$ cat config.mk
export PLATFORM = sky130hd
export DESIGN_NAME = gate_array_pixel_decode
export DESIGN_NICKNAME = d
export VERILOG_FILES = /design/src/hdl/gapd_pkg.sv /design/src/hdl/gapd_front.sv /design/src/hdl/gapd_back.sv /design/src/hdl/gate_array_pixel_decode.sv
export VERILOG_INCLUDE_DIRS = /design/src /design/src/hdl
export SDC_FILE = /design/constraint.sdc
export NUM_CORES = 1
export LEC_CHECK = 0
export ABC_AREA = 1
export BUFFER_PORTS_ARGS = -buffer_cell sky130_fd_sc_hd__buf_2
export CELL_PAD_IN_SITES_DETAIL_PLACEMENT = 0
export CELL_PAD_IN_SITES_GLOBAL_PLACEMENT = 1
export CORE_MARGIN = 2
export CORE_UTILIZATION = 48
export DETAILED_ROUTE_END_ITERATION = 8
export GPL_ROUTABILITY_DRIVEN = 0
export PLACE_DENSITY = 0.95
export SYNTH_ARGS = -nofsm -noshare
export SYNTH_HDL_FRONTEND = slang
export SYNTH_HIERARCHICAL = 1
export SYNTH_SLANG_ARGS = --single-unit
$ cat constraint.sdc
create_clock -name clk -period 5.45 [get_ports clk]
set_input_delay 0.2725 -clock clk [delete_from_list [all_inputs] [get_ports clk]]
set_output_delay 0.2725 -clock clk [all_outputs]
set_load 0.1 [all_outputs]
$ cat src/hdl/gate_array_pixel_decode_defines.svh
// assertion macros shared by the decoder modules
// they expect clk and arst_n in the scope of use
`ifndef GATE_ARRAY_PIXEL_DECODE_DEFINES_SVH
`define GATE_ARRAY_PIXEL_DECODE_DEFINES_SVH

// consequent checked in the same cycle
`define GAPD_ASSERT_NOW(label, ante, cons) \
	label: assert property (@(posedge clk) disable iff (!arst_n) (ante) |-> (cons)) \
		else $error("gapd assertion failed");

// consequent checked in the cycle after the antecedent
`define GAPD_ASSERT_NEXT(label, ante, cons) \
	label: assert property (@(posedge clk) disable iff (!arst_n) (ante) |=> (cons)) \
		else $error("gapd assertion failed");

`endif

$ cat src/hdl/gapd_pkg.sv
`timescale 1ns / 1ps

package gapd_pkg;

	typedef enum logic [1:0] {
		MODE_LOW,
		MODE_MEDIUM,
		MODE_HIGH,
		MODE_NONE
	} screen_mode_t;

	localparam logic [1:0] REG_SCREEN_MODE  = 2'd0;
	localparam logic [1:0] REG_PALETTE_LOW  = 2'd1;
	localparam logic [1:0] REG_PALETTE_HIGH = 2'd2;

	localparam int PAL_W    = 40;
	localparam int COLOUR_W = 5;
	localparam int PEN_W    = 4;

	typedef struct packed {
		logic [7:0] second_byte;
		logic [7:0] first_byte;
	} pair_t;

	typedef struct packed {
		screen_mode_t       mode;
		logic [PAL_W-1:0]   pal_high;
		logic [PAL_W-1:0]   pal_low;
	} cfg_t;

	// head of the queue as seen by the back end
	typedef struct packed {
		logic  valid;
		pair_t pair;
	} queue_head_t;

	// pen of the pixel at position pos (0 leftmost) of one byte
	function automatic logic [PEN_W-1:0] pen_of(screen_mode_t mode, logic [7:0] b,
			logic [2:0] pos);
		logic [7:0]       d0;
		logic [7:0]       d1;
		logic [PEN_W-1:0] pen;
		d0 = pos[2] ? {b[6:0], 1'b0} : b;
		d1 = b << pos[2:1];
		case (mode)
			MODE_LOW:    pen = {d0[1], d0[5], d0[3], d0[7]};
			MODE_MEDIUM: pen = {2'b00, d1[3], d1[7]};
			default:     pen = {3'b000, b[3'd7 - pos]};
		endcase
		return pen;
	endfunction

	function automatic logic [COLOUR_W-1:0] colour_of(logic [PEN_W-1:0] pen,
			logic [PAL_W-1:0] pal_low, logic [PAL_W-1:0] pal_high);
		logic [PAL_W-1:0] bank;
		logic [5:0]       base;
		bank = pen[3] ? pal_high : pal_low;
		base = 6'(pen[2:0]) * 6'd5;
		return bank[base +: COLOUR_W];
	endfunction

endpackage

$ cat src/hdl/gapd_front.sv
`timescale 1ns / 1ps
`include "gate_array_pixel_decode_defines.svh"

module gapd_front import gapd_pkg::*; #(
	parameter int DEPTH = 2
) (
	input  logic        clk,
	input  logic        arst_n,
	input  screen_mode_t mode,
	input  logic        s_tvalid,
	output logic        s_tready,
	input  pair_t       s_pair,
	output queue_head_t head,
	input  logic        pop
);

	localparam int AW = (DEPTH > 1) ? $clog2(DEPTH) : 1;
	localparam int CW = $clog2(DEPTH + 1);

	pair_t          mem_q [DEPTH];
	logic [AW-1:0]  wr_ptr_q;
	logic [AW-1:0]  rd_ptr_q;
	logic [CW-1:0]  count_q;
	logic           accept;
	logic           push;

	assign s_tready = (count_q != CW'(DEPTH));
	assign accept   = s_tvalid && s_tready;
	// pairs in mode none produce no pixels and are dropped here
	assign push     = accept && (mode != MODE_NONE);

	assign head.valid = (count_q != '0);
	assign head.pair  = mem_q[rd_ptr_q];

	always_ff @(posedge clk) begin
		if (push) begin
			mem_q[wr_ptr_q] <= s_pair;
		end
	end

	always_ff @(posedge clk or negedge arst_n) begin
		if (!arst_n) begin
			wr_ptr_q <= '0;
			rd_ptr_q <= '0;
			count_q  <= '0;
		end else begin
			if (push) begin
				wr_ptr_q <= (wr_ptr_q == AW'(DEPTH - 1)) ? '0 : wr_ptr_q + 1'b1;
			end
			if (pop) begin
				rd_ptr_q <= (rd_ptr_q == AW'(DEPTH - 1)) ? '0 : rd_ptr_q + 1'b1;
			end
			case ({push, pop})
				2'b10:   count_q <= count_q + 1'b1;
				2'b01:   count_q <= count_q - 1'b1;
				default: count_q <= count_q;
			endcase
		end
	end

	`GAPD_ASSERT_NOW(a_push_not_full, push, count_q < CW'(DEPTH))
	`GAPD_ASSERT_NOW(a_pop_not_empty, pop, count_q != '0)
	`GAPD_ASSERT_NEXT(a_drop_none, accept && (mode == MODE_NONE) && !pop, $stable(count_q))

endmodule

$ cat src/hdl/gapd_back.sv
`timescale 1ns / 1ps
`include "gate_array_pixel_decode_defines.svh"

module gapd_back import gapd_pkg::*; (
	input  logic        clk,
	input  logic        arst_n,
	input  cfg_t        cfg,
	input  queue_head_t head,
	output logic        pop,
	output logic        m_tvalid,
	input  logic        m_tready,
	output logic [COLOUR_W-1:0] colour_code,
	output logic [PEN_W-1:0]    pen_number,
	output logic        last_pixel
);

	pair_t         pair_q;
	logic          busy_q;
	logic [3:0]    cnt_q;
	logic          out_valid_q;
	logic          advance;
	logic          load;
	logic [7:0]    cur_byte;
	logic [PEN_W-1:0] pen;

	assign advance  = busy_q && (!out_valid_q || m_tready);
	assign load     = !busy_q || (advance && (cnt_q == 4'd15));
	assign pop      = load && head.valid;
	assign cur_byte = cnt_q[3] ? pair_q.second_byte : pair_q.first_byte;
	assign pen      = pen_of(cfg.mode, cur_byte, cnt_q[2:0]);
	assign m_tvalid = out_valid_q;

	always_ff @(posedge clk) begin
		if (load) begin
			pair_q <= head.pair;
		end
		if (advance) begin
			pen_number  <= pen;
			colour_code <= colour_of(pen, cfg.pal_low, cfg.pal_high);
			last_pixel  <= (cnt_q == 4'd15);
		end
	end

	always_ff @(posedge clk or negedge arst_n) begin
		if (!arst_n) begin
			busy_q      <= 1'b0;
			cnt_q       <= '0;
			out_valid_q <= 1'b0;
		end else begin
			if (advance) begin
				out_valid_q <= 1'b1;
			end else if (m_tready) begin
				out_valid_q <= 1'b0;
			end
			// counter wraps to zero on the sixteenth pixel, cleared while idle
			if (advance) begin
				cnt_q <= cnt_q + 1'b1;
			end else if (load) begin
				cnt_q <= '0;
			end
			if (load) begin
				busy_q <= head.valid;
			end
		end
	end

	`GAPD_ASSERT_NEXT(a_idle_after_last, advance && (cnt_q == 4'd15) && !head.valid, !busy_q)
	`GAPD_ASSERT_NOW(a_load_from_start, pop && busy_q, advance && (cnt_q == 4'd15))
	`GAPD_ASSERT_NEXT(a_last_at_end, advance, last_pixel == ($past(cnt_q) == 4'd15))

endmodule

$ cat src/hdl/gate_array_pixel_decode.sv
`timescale 1ns / 1ps

// gate array pixel decoder: each accepted transaction on the s_ side carries a pair of
// video bytes and yields sixteen pixel transactions on the m_ side, leftmost pixel first,
// each with its decoded pen and that pen's five-bit colour code from a sixteen-pen palette.
// mode 0 gives two pens per byte shown four pixels each, mode 1 four pens per byte shown
// two pixels each, mode 2 one bit per pixel; in mode 3 pairs are taken and dropped with
// no output. m_tlast marks the sixteenth pixel of a pair. the output serializer emits one
// pixel per cycle while m_tready stays high; a pair moves from the queue to the pair
// register and from there to the output register. a small queue sits in front of
// the serializer so the next pairs are taken while the current one is still going out.
// configuration writes (mode, palette low pens 0-7, palette high pens 8-15) are always
// ready and must only be made while no pixels are pending; index 3 is ignored.

module gate_array_pixel_decode import gapd_pkg::*; #(
	parameter int QUEUE_DEPTH = 2
) (
	input  logic        clk,
	input  logic        arst_n,
	// configuration write channel
	input  logic        cfg_valid,
	output logic        cfg_ready,
	input  logic [1:0]  cfg_index,
	input  logic [39:0] cfg_data,
	// byte pair input
	input  logic        s_tvalid,
	output logic        s_tready,
	input  logic [15:0] s_tdata,   // [7:0] first_byte, [15:8] second_byte
	// pixel output
	output logic        m_tvalid,
	input  logic        m_tready,
	output logic [15:0] m_tdata,   // [4:0] colour_code, [8:5] pen_number, [15:9] zero
	output logic        m_tlast    // last_pixel
);

	cfg_t        cfg_q;
	queue_head_t head;
	logic        pop;
	logic [COLOUR_W-1:0] colour_code;
	logic [PEN_W-1:0]    pen_number;

	// config registers, written on every cfg transaction with index 0 to 2
	assign cfg_ready = 1'b1;

	always_ff @(posedge clk or negedge arst_n) begin
		if (!arst_n) begin
			cfg_q.mode     <= MODE_LOW;
			cfg_q.pal_low  <= '0;
			cfg_q.pal_high <= '0;
		end else if (cfg_valid && cfg_ready) begin
			case (cfg_index)
				REG_SCREEN_MODE:  cfg_q.mode     <= screen_mode_t'(cfg_data[1:0]);
				REG_PALETTE_LOW:  cfg_q.pal_low  <= cfg_data[PAL_W-1:0];
				REG_PALETTE_HIGH: cfg_q.pal_high <= cfg_data[PAL_W-1:0];
				default:          cfg_q          <= cfg_q;
			endcase
		end
	end

	// front end: takes pairs, drops mode 3 pairs, queues the rest
	gapd_front #(
		.DEPTH(QUEUE_DEPTH)
	) u_front (
		.clk      (clk),
		.arst_n   (arst_n),
		.mode     (cfg_q.mode),
		.s_tvalid (s_tvalid),
		.s_tready (s_tready),
		.s_pair   (pair_t'(s_tdata)),
		.head     (head),
		.pop      (pop)
	);

	// back end: serializes one pixel per cycle into the output register while m_tready does not hold it
	gapd_back u_back (
		.clk         (clk),
		.arst_n      (arst_n),
		.cfg         (cfg_q),
		.head        (head),
		.pop         (pop),
		.m_tvalid    (m_tvalid),
		.m_tready    (m_tready),
		.colour_code (colour_code),
		.pen_number  (pen_number),
		.last_pixel  (m_tlast)
	);

	assign m_tdata = {7'b0000000, pen_number, colour_code};

endmodule
==> results.md, run 1 <==
* DR pass1 iterations at 5
* CTS Hold Buffers Added at 1
* Clock period minus worst slack at 3380 ps
* Syn avg cell area at 8.32 µm²
* Cell Count, Final, Fillers Out at 1,132
* Fin Setup TNS at 0 ps
* CTS-repair resized insts at 0
* TritonCTS clock tree: done
* Ports at 83
* Post-synthesis instance area at 7440 µm²
* Slew headroom at 24.9%
* CP startpoint kind: flip-flop
* Port bufs at 74
* Initial antenna violation count at 0
* Cell total after placement at 1,099
* Area grow syn2layout at 11.9%
* Clock Path Buffers at 2
* Commonest non-fill, non-tap cell in the layout: nand2_1
* Status: finished clean
* Die height at 128 µm
* Commonest non-fill, non-tap cells in the layout: nand2_1, dfrtp_1, nand4_1, inv_1, buf_2
* CP Buf/Inv Count at 3
* Fillers at 1,395
* Global route overflow at 0
* DR iter-0 viols at 460
* Post-DRT Antenna Nets at 0
* Core Area at 15,100 µm²
* Fmax at 296 MHz
* Vias in the first global route at 5,709
* RSZ-0062 raised after global routing: no
* Worst skew pair latency at 430 ps
* Site Rows at 45
* Worst-margin pin slew at 1120 ps
* Period utilisation layout at 62.0%
* Max IR drop VDD at 0.257 mV
* Wirelength per Cell at 15.0 µm
* Critical Path AT at 3680 ps
* Max stage delay on crit path at 910 ps
* Clock skew at 9.68 ps
* CTS sink cnt at 150
* Clk pin slew, worst setup/hold paths at 60 ps
* Num CTS Buffers at 17
* CTS root buf: clkbuf_16
* Area share of the largest cell type after synthesis at 30.9%
* HP Class: in -> reg
* Crit. End Element: flip-flop
* Post-CTS Setup Bufs at 0
* Cell family with most CP delay: simple AND/OR/NAND/NOR gates
* Critical path type: reg -> reg
* FF+latch count, synth at 150
* N_diodes at 0
* First-pass GRT wire length at 28.2 mm
* Post-synthesis cell type count at 31
* Sequential area share after synthesis at 54.4%
* Vias/cell at 5.25
* WP data required at 5750 ps
* Yosys warnings at 6
* H-tree depth at 4
* Final-report max-slew violation count at 0
* Crit-path cells: inv_1, nand3_1, nand3_2, inv_2, nand2_1, nand2_1, inv_1, nand3_1, nand3_1, nand2_1, nand2_1, nand2_1
* Die X at 128 µm
* GRT Resource Usage Total at 22.0%
* Post-layout util at 55.0%
* Final setup viols at 0
* Main area contributors after synthesis: dfrtp_1, edfxtp_1, nand2_1
* Cell repeated most along the worst path: nand2_1
* Max_cap viols at 0
* PD cells at 511 nW/µm²
* Post-layout nets at 996
* Largest net degree at the start of global routing at 53
* Static Leak at 0.00427 µW
* Crit-path slowest cell: inv_2
* Hpwl dp at 10.6 mm
* Initial Util at 49.1%
* Final wirelength at 17.0 mm
* CP Max Fanout at 41
* Share of layout cells above drive strength 1 at 15.3%
* # DRC at 0
* Via Count at 5,942
* Hold Vio Cnt, Final at 0
* Mapped Cells at 894
* Largest area contributor in the netlist: dfrtp_1
* Full die area at 16,500 µm²
-- flip-flops by register name, summed over array words and instances, names as in the netlist --
name and flops:
u_back/last_pixel 1, u_front/wr_ptr_q 1, cfg_q 82, u_front/count_q 2, u_back/pen_number 4, u_back/m_tvalid 1
u_front/rd_ptr_q 1, u_back/busy_q 1, u_back/cnt_q 4, u_back/colour_code 5, u_back/pair_q 16, u_front/mem_q 32
-- path summary, 6_finish.rpt --
path / cells after the start / start / slack [ps] / end
worst max-delay path: 12 / u_back/cnt_q[2]$_DFFE_PN0P_ / 2070 / u_back/colour_code[1]$_DFFE_PP_
worst min-delay path: 1 / s_tdata[11] / 30 / u_front/mem_q[0][11]$_DFFE_PP_
worst max register to register: 12 / u_back/cnt_q[2]$_DFFE_PN0P_ / 2070 / u_back/colour_code[1]$_DFFE_PP_
worst min register to register: 2 / cfg_q[64]$_DFFE_PN0P_ / 470 / cfg_q[64]$_DFFE_PN0P_
max in group asynchronous: 3 / arst_n / 4010 / cfg_q[26]$_DFFE_PN0P_
min in group asynchronous: 2 / arst_n / 380 / cfg_q[14]$_DFFE_PN0P_
-- final cells by class --
class	instances	area, µm²	area share (%)
flip-flops and latches	150	4040	48.6
clock buffers	24	534	6.42
clock inverters	8	58.8	0.706
well taps	188	235	2.82
inverters	81	304	3.65
repair buffers	80	420	5.05
multi-input cells	601	2730	32.8
-- stage by stage --
step	setup WS (ps)	cell area (µm²)	hold WS, ps	power (µW)
6_report	2070	8330	31.8	4260
5_1_grt	1700	8330	19.8	4540
4_1_cts	2080	8330	12.1	4280
3_5_place_dp	2090	7720	306	3130
3_3_place_gp	2180	7720	306	3110
2_1_floorplan	3330	7460	-23.1	2860
-- cells in the mapped netlist (all sizes together) --
master  count
ha          2
dfrtp      92
nand3      61
nand4      84
a21oi       6
conb        2
xor2        1
o21ai      21
clkbuf     16
nor2       17
o211a       1
or2         1
nor3        2
xnor2       1
buf        52
edfxtp     58
nand2     395
inv        81
a31o        1
-- kinds of logic after synthesis --
family / share of synthesized area [%]
buffers and inverters: 9.38
AO/OA/AOI/OAI: 2.78
XOR/XNOR: 0.235
adder cells (fa/ha/maj): 0.336
other: 0.101
AND/OR/NAND/NOR: 32.8
flip-flops: 54.4
-- report_power, final --
part | internal (µW) | switching, µW
combinational | 418 | 1120
clock | 687 | 457
sequential | 1440 | 134
total | 2550 | 1710
-- layer usage --
metal / part of all wire (%) / global-route usage (%) / vias to the layer above / wire (µm)
met5: 0 / 0 / - / 0
met4: 1.4 / 8.06 / 0 / 246
met3: 5.0 / 4.12 / 20 / 847
met2: 46 / 34.1 / 160 / 7830
met1: 48 / 31.1 / 2803 / 8080
li1: - / - / 2959 / -
No activity file was read; power rests on OpenSTA's default activity.
==> run 2, diff against run 1 <==
--- a/config.mk
+++ b/config.mk
@@ -11,10 +11,10 @@
 export CELL_PAD_IN_SITES_DETAIL_PLACEMENT = 0
 export CELL_PAD_IN_SITES_GLOBAL_PLACEMENT = 1
 export CORE_MARGIN = 2
-export CORE_UTILIZATION = 48
+export CORE_UTILIZATION = 44
 export DETAILED_ROUTE_END_ITERATION = 8
 export GPL_ROUTABILITY_DRIVEN = 0
-export PLACE_DENSITY = 0.95
+export PLACE_DENSITY = 0.89
 export SYNTH_ARGS = -nofsm -noshare
 export SYNTH_HDL_FRONTEND = slang
 export SYNTH_HIERARCHICAL = 1
==> constraint.sdc (replaced) <==
create_clock -name clk -period 3.2 [get_ports clk]
set_input_delay 0.16 -clock clk [delete_from_list [all_inputs] [get_ports clk]]
set_output_delay 0.16 -clock clk [all_outputs]
set_load 0.1 [all_outputs]
==> run 2 against run 1 <==
Net effect:
- largest cell class unchanged
- largest power group unchanged
- critical endpoint is now u_back/colour_code[3]$_DFFE_PP_
- hold slack worse by 14 ps
- first-iteration DRC count up 20%
- wire length up 7.7%
- sequential power up 73%
- non-clock buffer count up 49
- core utilization down 1.6 points
- count of clock-buffer cells in the layout up 1
- sequential share of layout area down 2.9 points
==> results.md, run 2 (synthesis gave the netlist of run 1 again) <==
* First-pass GRT wire length at 30.5 mm (+7.9%)
* Switching portion of total power at 39.1% (-1.1 points)
* Share of layout cells above drive strength 1 at 15.2% (-0.048 points)
* Hold Vio Cnt, Final at 0 (unchanged)
* Via Count at 6,231 (+4.9%)
* Max IR drop VDD at 0.526 mV (+100%)
* Worst Reg-to-Reg Cells at 13 (+1)
* Cell Count, Final, Fillers Out at 1,213 (+7.2%)
* CTS sink cnt at 150 (unchanged)
* Sequential cell fraction of total power at 36.4% (-0.6 points)
* Full die area at 18,000 µm² (+8.8%)
* Clock Path Buffers at 2 (unchanged)
* PD cells at 848 nW/µm² (+66%)
* Critical R2R Capture: u_back/colour_code[3]$_DFFE_PP_
* Port bufs at 74 (unchanged)
* Crit-path slowest cell: dfrtp_1
* H-tree depth at 4 (unchanged)
* Num CTS Buffers at 17 (unchanged)
* Final-report max-slew violation count at 0 (unchanged)
* HP Class: in -> reg
* Period utilisation layout at 83.5% (+21 points)
* Global route overflow at 0 (unchanged)
* Vias/cell at 5.14 (-2.1%)
* Power, Total at 7500 µW (+76%)
* Combinational Power Share at 35.7% (-0.4 points)
* Slew headroom at 27.3% (+2.5 points)
* Commonest non-fill, non-tap cells in the layout: nand2_1, dfrtp_1, nand4_1, inv_1, buf_2
* Critical Path AT at 2840 ps (-840 ps)
* Internal power at 4570 µW (+79%)
* CP Max Fanout at 21 (-49%)
* Register Area at 4040 µm² (unchanged)
* RSZ-0062 raised after global routing: no
* CP Buf/Inv Count at 1 (-2)
* Area grow syn2layout at 18.9%
* CTS Hold Buffers Added at 38 (+37)
* DR pass1 iterations at 5 (unchanged)
* Initial antenna violation count at 0 (unchanged)
* WP data required at 3370 ps (-2380 ps)
* Multi-input gate area at 2720 µm² (-0.37%)
* Core Area at 16,600 µm² (+9.5%)
* TritonCTS clock tree: done
* Flop2flop setup slack at 530 ps (-1540 ps)
* Hpwl dp at 11.3 mm (+6.6%)
* Biggest register: cfg_q
* Final wirelength at 18.3 mm (+7.7%)
* Clk pin slew, worst setup/hold paths at 60 ps (about the same)
* Worst skew pair latency at 420 ps (about the same)
* Cell total after placement at 1,143 (+4.0%)
* Worst setup path end: u_back/colour_code[3]$_DFFE_PP_
* Largest regs: cfg_q: 82 flops, u_front/mem_q: 32 flops, u_back/pair_q: 16 flops
* Post-layout nets at 1,045 (+4.9%)
* CTS root buf: clkbuf_16
* Worst-margin pin slew at 1090 ps (-36.7 ps)
* R2R Path Start: u_back/cnt_q[1]$_DFFE_PN0P_
* Fmax at 374 MHz (+26%)
* Clock period minus worst slack at 2670 ps (-706 ps)
* Crit-path cells: inv_1, nor2_1, nand3_1, nand2_1, nor2_1, nand2_1, nand3_1, nand2_2, nand2_1, nand3_1, nand2_1, nand2_1, nand2_1
* Post-CTS Setup Bufs at 0 (unchanged)
* Site Rows at 47 (+4.4%)
* Cell family with most CP delay: simple AND/OR/NAND/NOR gates
* GRT Resource Usage Total at 21.5% (-0.45 points)
* N_diodes at 0 (unchanged)
* Max stage delay on crit path at 560 ps (-350 ps)
* DR iter-0 viols at 550 (+20%)
* # DRC at 0 (unchanged)
* Fillers at 1,568 (+12%)
* Static Leak at 0.00450 µW (+5.3%)
* Initial Util at 44.9% (-4.3 points)
* Die X at 134 µm (+4.3%)
* Commonest non-fill, non-tap cell in the layout: nand2_1
* Vias in the first global route at 5,931 (+3.9%)
* Die height at 134 µm (+4.3%)
* CP startpoint kind: flip-flop
* Status: finished clean
* Ports at 83 (unchanged)
* Wirelength per Cell at 15.1 µm (+0.53%)
* Crit. path cell count at 13 (+1)
* Max_cap viols at 0 (unchanged)
* Max FFs per register at 82 (unchanged)
* Cell repeated most along the worst path: nand2_1
* Clock network fraction of design power at 27.9% (+1.0 points)
* Largest net degree at the start of global routing at 77 (+45%)
* Crit. End Element: flip-flop
* CTS-repair resized insts at 0 (unchanged)
* CP startpoint: u_back/cnt_q[1]$_DFFE_PN0P_
* Final setup viols at 0 (unchanged)
* Critical path type: reg -> reg
* Clock skew at 10.2 ps (+0.506 ps)
* Total net switching power at 2930 µW (+72%)
* Fin Setup TNS at 0 ps (unchanged)
* Post-DRT Antenna Nets at 0 (unchanged)
## run 2: worst min-delay path by stage
stage                            start                    end  slack (ps)  depth (start not counted)
after global placement          arst_n  cfg_q[50]$_DFFE_PN0P_         200                          1
after global routing      cfg_data[26]  cfg_q[26]$_DFFE_PN0P_           8                          3
after CTS                 cfg_data[20]  cfg_q[20]$_DFFE_PN0P_         0.8                          3
after floorplan                 arst_n   cfg_q[0]$_DFFE_PN0P_        -140                          0
final                     cfg_data[35]  cfg_q[75]$_DFFE_PN0P_          20                          3
after detailed placement        arst_n  cfg_q[50]$_DFFE_PN0P_         200                          1
## run 2: worst reg2reg max path, cell delays in order, from the launching register on
cell     delay, ps
dfrtp_1        560
inv_1          210
nor2_1         130
nand3_1         80
nand2_1         60
nor2_1          50
nand2_1         60
nand3_1        360
nand2_2        500
nand2_1        150
nand3_1        100
nand2_1         50
nand2_1         60
nand2_1         50
## run 2: layout make-up
class | instances | area share (%)
repair buffers | 129 | 9.96
multi-input cells | 601 | 30.7
clock inverters | 7 | 1.30
inverters | 81 | 3.44
clock buffers | 25 | 5.73
well taps | 220 | 3.11
flip-flops and latches | 150 | 45.7
## run 2: metal layers
metal  routed length [µm]  track usage [%]
met4                  153             5.20
met3                 1080             4.08
met5                    0                0
met1                 8520             31.0
met2                 8550             33.8
## run 2: through the flow
step	cell area, µm²	utilization (%)	worst slack [ps]	hold WS, ps
after floorplan	7460	-	1080	-136
after global placement	7840	47.3	571	196
after detailed placement	7840	47.3	649	198
after CTS	8850	53.3	609	0.828
after global routing	8850	53.3	276	8.17
final	8850	53.3	529	17.6
## run 2: power by group through the flow
stage                     clock (µW)  sequential, µW  combinational (µW)
final                           2090            2730                2680
after global routing            2200            2780                3010
after floorplan                    0            2990                1890
after CTS                       2120            2730                2680
after detailed placement           0            2760                2620
after global placement             0            2760                2610
==> run 3, diff against run 2 <==
--- a/config.mk
+++ b/config.mk
@@ -11,10 +11,10 @@
 export CELL_PAD_IN_SITES_DETAIL_PLACEMENT = 0
 export CELL_PAD_IN_SITES_GLOBAL_PLACEMENT = 1
 export CORE_MARGIN = 2
-export CORE_UTILIZATION = 44
+export CORE_UTILIZATION = 40
 export DETAILED_ROUTE_END_ITERATION = 8
 export GPL_ROUTABILITY_DRIVEN = 0
-export PLACE_DENSITY = 0.89
+export PLACE_DENSITY = 0.85
 export SYNTH_ARGS = -nofsm -noshare
 export SYNTH_HDL_FRONTEND = slang
 export SYNTH_HIERARCHICAL = 1
==> constraint.sdc (replaced) <==
create_clock -name clk -period 2.37 [get_ports clk]
set_input_delay 0.1185 -clock clk [delete_from_list [all_inputs] [get_ports clk]]
set_output_delay 0.1185 -clock clk [all_outputs]
set_load 0.1 [all_outputs]
==> run 3 against run 2 <==
Net effect:
- clock power up 25%
- critical endpoint is now u_back/colour_code[2]$_DFFE_PP_
- non-clock buffer count increased by 30
- highest routed layer unchanged
- largest power group is now combinational logic
- via count grew 1.7%
==> results.md, run 3 (synthesis gave the netlist of run 1 again) <==
* Status: finished clean
* Crit. path cell count at 13 (unchanged)
* Max_cap viols at 0 (unchanged)
* Clock Path Buffers at 2 (unchanged)
* Hpwl dp at 12.4 mm (+9.6%)
* Commonest non-fill, non-tap cell in the layout: nand2_1
* Cell repeated most along the worst path: nand2_1
* Worst Reg-to-Reg Cells at 13 (unchanged)
* R2R Path Start: u_back/cnt_q[3]$_DFFE_PN0P_
* Crit-path cells: inv_4, nand2_1, nand3_1, nand2_1, nor2_1, nand2_1, nand3_1, buf_6, nand3_1, nand3_1, nand2_1, nand2_1, nand2_1
* Die X at 140 µm (+4.7%)
* Max IR drop VDD at 0.596 mV (+13%)
* Hold Vio Cnt, Final at 0 (unchanged)
* Via Count at 6,338 (+1.7%)
* Max FFs per register at 82 (unchanged)
* Die height at 140 µm (+4.7%)
* Global route overflow at 0 (unchanged)
* TritonCTS clock tree: done
* Min Hold Slack at 24.6 ps (+7.01 ps)
* Static Leak at 0.00460 µW (+2.3%)
* Cell family with most CP delay: simple AND/OR/NAND/NOR gates
* Commonest non-fill, non-tap cells in the layout: nand2_1, dfrtp_1, nand4_1, inv_1, buf_2
* DR pass1 iterations at 5 (unchanged)
* # DRC at 0 (unchanged)
* Critical R2R Capture: u_back/colour_code[2]$_DFFE_PP_
* Largest net degree at the start of global routing at 55 (-29%)
* CTS sink cnt at 150 (unchanged)
* Biggest register: cfg_q
* Largest regs: cfg_q: 82 flops, u_front/mem_q: 32 flops, u_back/pair_q: 16 flops
* Fillers at 1,667 (+6.3%)
* GRT Resource Usage Total at 19.9% (-1.6 points)
* Fmax at 466 MHz (+25%)
* Share of layout cells above drive strength 1 at 15.8% (+0.63 points)
* Period utilisation layout at 90.5% (+7.0 points)
* Crit-path slowest cell: dfrtp_1
* Clock skew at 8.94 ps (-1.24 ps)
* Worst-margin pin slew at 687 ps (-399 ps)
* Num CTS Buffers at 17 (unchanged)
* Area grow syn2layout at 22.5%
* Max stage delay on crit path at 480 ps (-80 ps)
* Hold path start: s_tvalid
* Port bufs at 74 (unchanged)
* Worst Hold End: u_front/wr_ptr_q$_DFFE_PN0P_
* Final-report max-slew violation count at 0 (unchanged)
* Post-DRT Antenna Nets at 0 (unchanged)
* First-pass GRT wire length at 31.0 mm (+1.7%)
* Site Rows at 49 (+4.3%)
* N_diodes at 0 (unchanged)
* Post-CTS Setup Bufs at 0 (unchanged)
* Fin Setup TNS at 0 ps (unchanged)
* Met2 wire length at 8.90 mm (+4.0%)
* Ports at 83 (unchanged)
* RSZ-0062 raised after global routing: no
* Routed length on met1 at 8.87 mm (+4.1%)
* Clk pin slew, worst setup/hold paths at 60 ps (about the same)
* Initial Util at 41.1% (-3.7 points)
* PD cells at 1100 nW/µm² (+30%)
* Full die area at 19,700 µm² (+9.7%)
* Critical Path AT at 2320 ps (-520 ps)
* Post-layout nets at 1,075 (+2.9%)
* DR iter-0 viols at 474 (-14%)
* Final setup viols at 0 (unchanged)
* Vias in the first global route at 6,089 (+2.7%)
* Critical path type: reg -> reg
* H-tree depth at 4 (unchanged)
* WP data required at 2550 ps (-820 ps)
* CTS root buf: clkbuf_16
* Final wirelength at 19.0 mm (+3.6%)
* Worst skew pair latency at 430 ps (about the same)
* Vias/cell at 5.06 (-1.5%)
* Crit. End Element: flip-flop
* Clock period minus worst slack at 2140 ps (-527 ps)
* CP startpoint kind: flip-flop
* Slew headroom at 54.1% (+27 points)
* Flop2flop setup slack at 230 ps (-300 ps)
* Hold Path Depth at 4 (+1)
* HP Class: in -> reg
* Routed met3 length at 918 µm (-15%)
* Wirelength per Cell at 15.1 µm (+0.35%)
* CP Buf/Inv Count at 2 (+1)
* Core Area at 18,100 µm² (+9.1%)
* CP Max Fanout at 20 (-4.8%)
* Top sig layer: met4
* Initial antenna violation count at 0 (unchanged)
## run 3: cell types whose count changed in the layout (fill, tap and decap cells not counted), moves of 2 or more
cell           previous run  this run
dlygate4sd3_1            38        58
clkinvlp_4                0         3
clkinv_1                  0         3
buf_4                    18        25
clkbuf_1                  4         1
buf_12                    0         2
clkbuf_8                  3         0
## run 3: worst max-delay path by stage
stage	startpoint	to	slack [ps]
after detailed placement	u_back/cnt_q[1]$_DFFE_PN0P_	u_back/colour_code[2]$_DFFE_PP_	140
after global placement	u_back/cnt_q[1]$_DFFE_PN0P_	u_back/colour_code[4]$_DFFE_PP_	170
after CTS	u_back/cnt_q[1]$_DFFE_PN0P_	u_back/colour_code[2]$_DFFE_PP_	130
after global routing	u_back/cnt_q[3]$_DFFE_PN0P_	u_back/colour_code[4]$_DFFE_PP_	40
final	u_back/cnt_q[3]$_DFFE_PN0P_	u_back/colour_code[2]$_DFFE_PP_	230
after floorplan	u_back/m_tvalid$_DFFE_PN0P_	u_front/count_q[1]$_DFFE_PN0P_	250
## run 3: tightest hold or removal path, cell delays in order
cell	delay, ps
buf_2	130
nand3_4	80
nand2_1	40
nand2_1	50
## run 3: cell type report
class                      instances  area, µm²  share of cell area [%]
sequential                       150       4050                    44.4
inverter                          81        307                    3.36
multi-input combinational        601       2730                    29.9
tap                              229        287                    3.14
timing repair buffer             159       1180                    13.0
clock inverter                    14        135                    1.48
clock buffer                      18        429                    4.71
## run 3: metal layers
layer,vias to the layer above,track usage [%]
met5,-,0
met4,0,6.01
met3,25,3.97
met2,180,32.6
met1,3014,26.9
li1,3119,-
## run 3: timing repair
| action | in CTS | in global routing |
|---|---|---|
| endpoints found under the hold margin | 151 | 0 |
| gates resized for setup | 0 | 4 |
| hold buffers | 58 | 0 |
| endpoints found under the setup margin | 0 | 5 |
## run 3: power by group
part	internal (µW)	leakage (µW)	switching [µW]
combinational	1140	0.00266	2640
clock	1540	0.000269	1070
sequential	3320	0.00168	350
total	6000	0.00460	4060
## run 3: through the flow
step	utilization [%]	cell area, µm²	setup slack [ps]	power (µW)	std cells
floorplan	-	7460	255	6590	900
global placement	44.0	7960	167	7340	1162
detailed placement	44.0	7960	142	7370	1162
CTS	50.3	9100	125	10100	1252
global route	50.4	9110	35.9	10700	1252
finish	50.4	9110	226	10100	1252
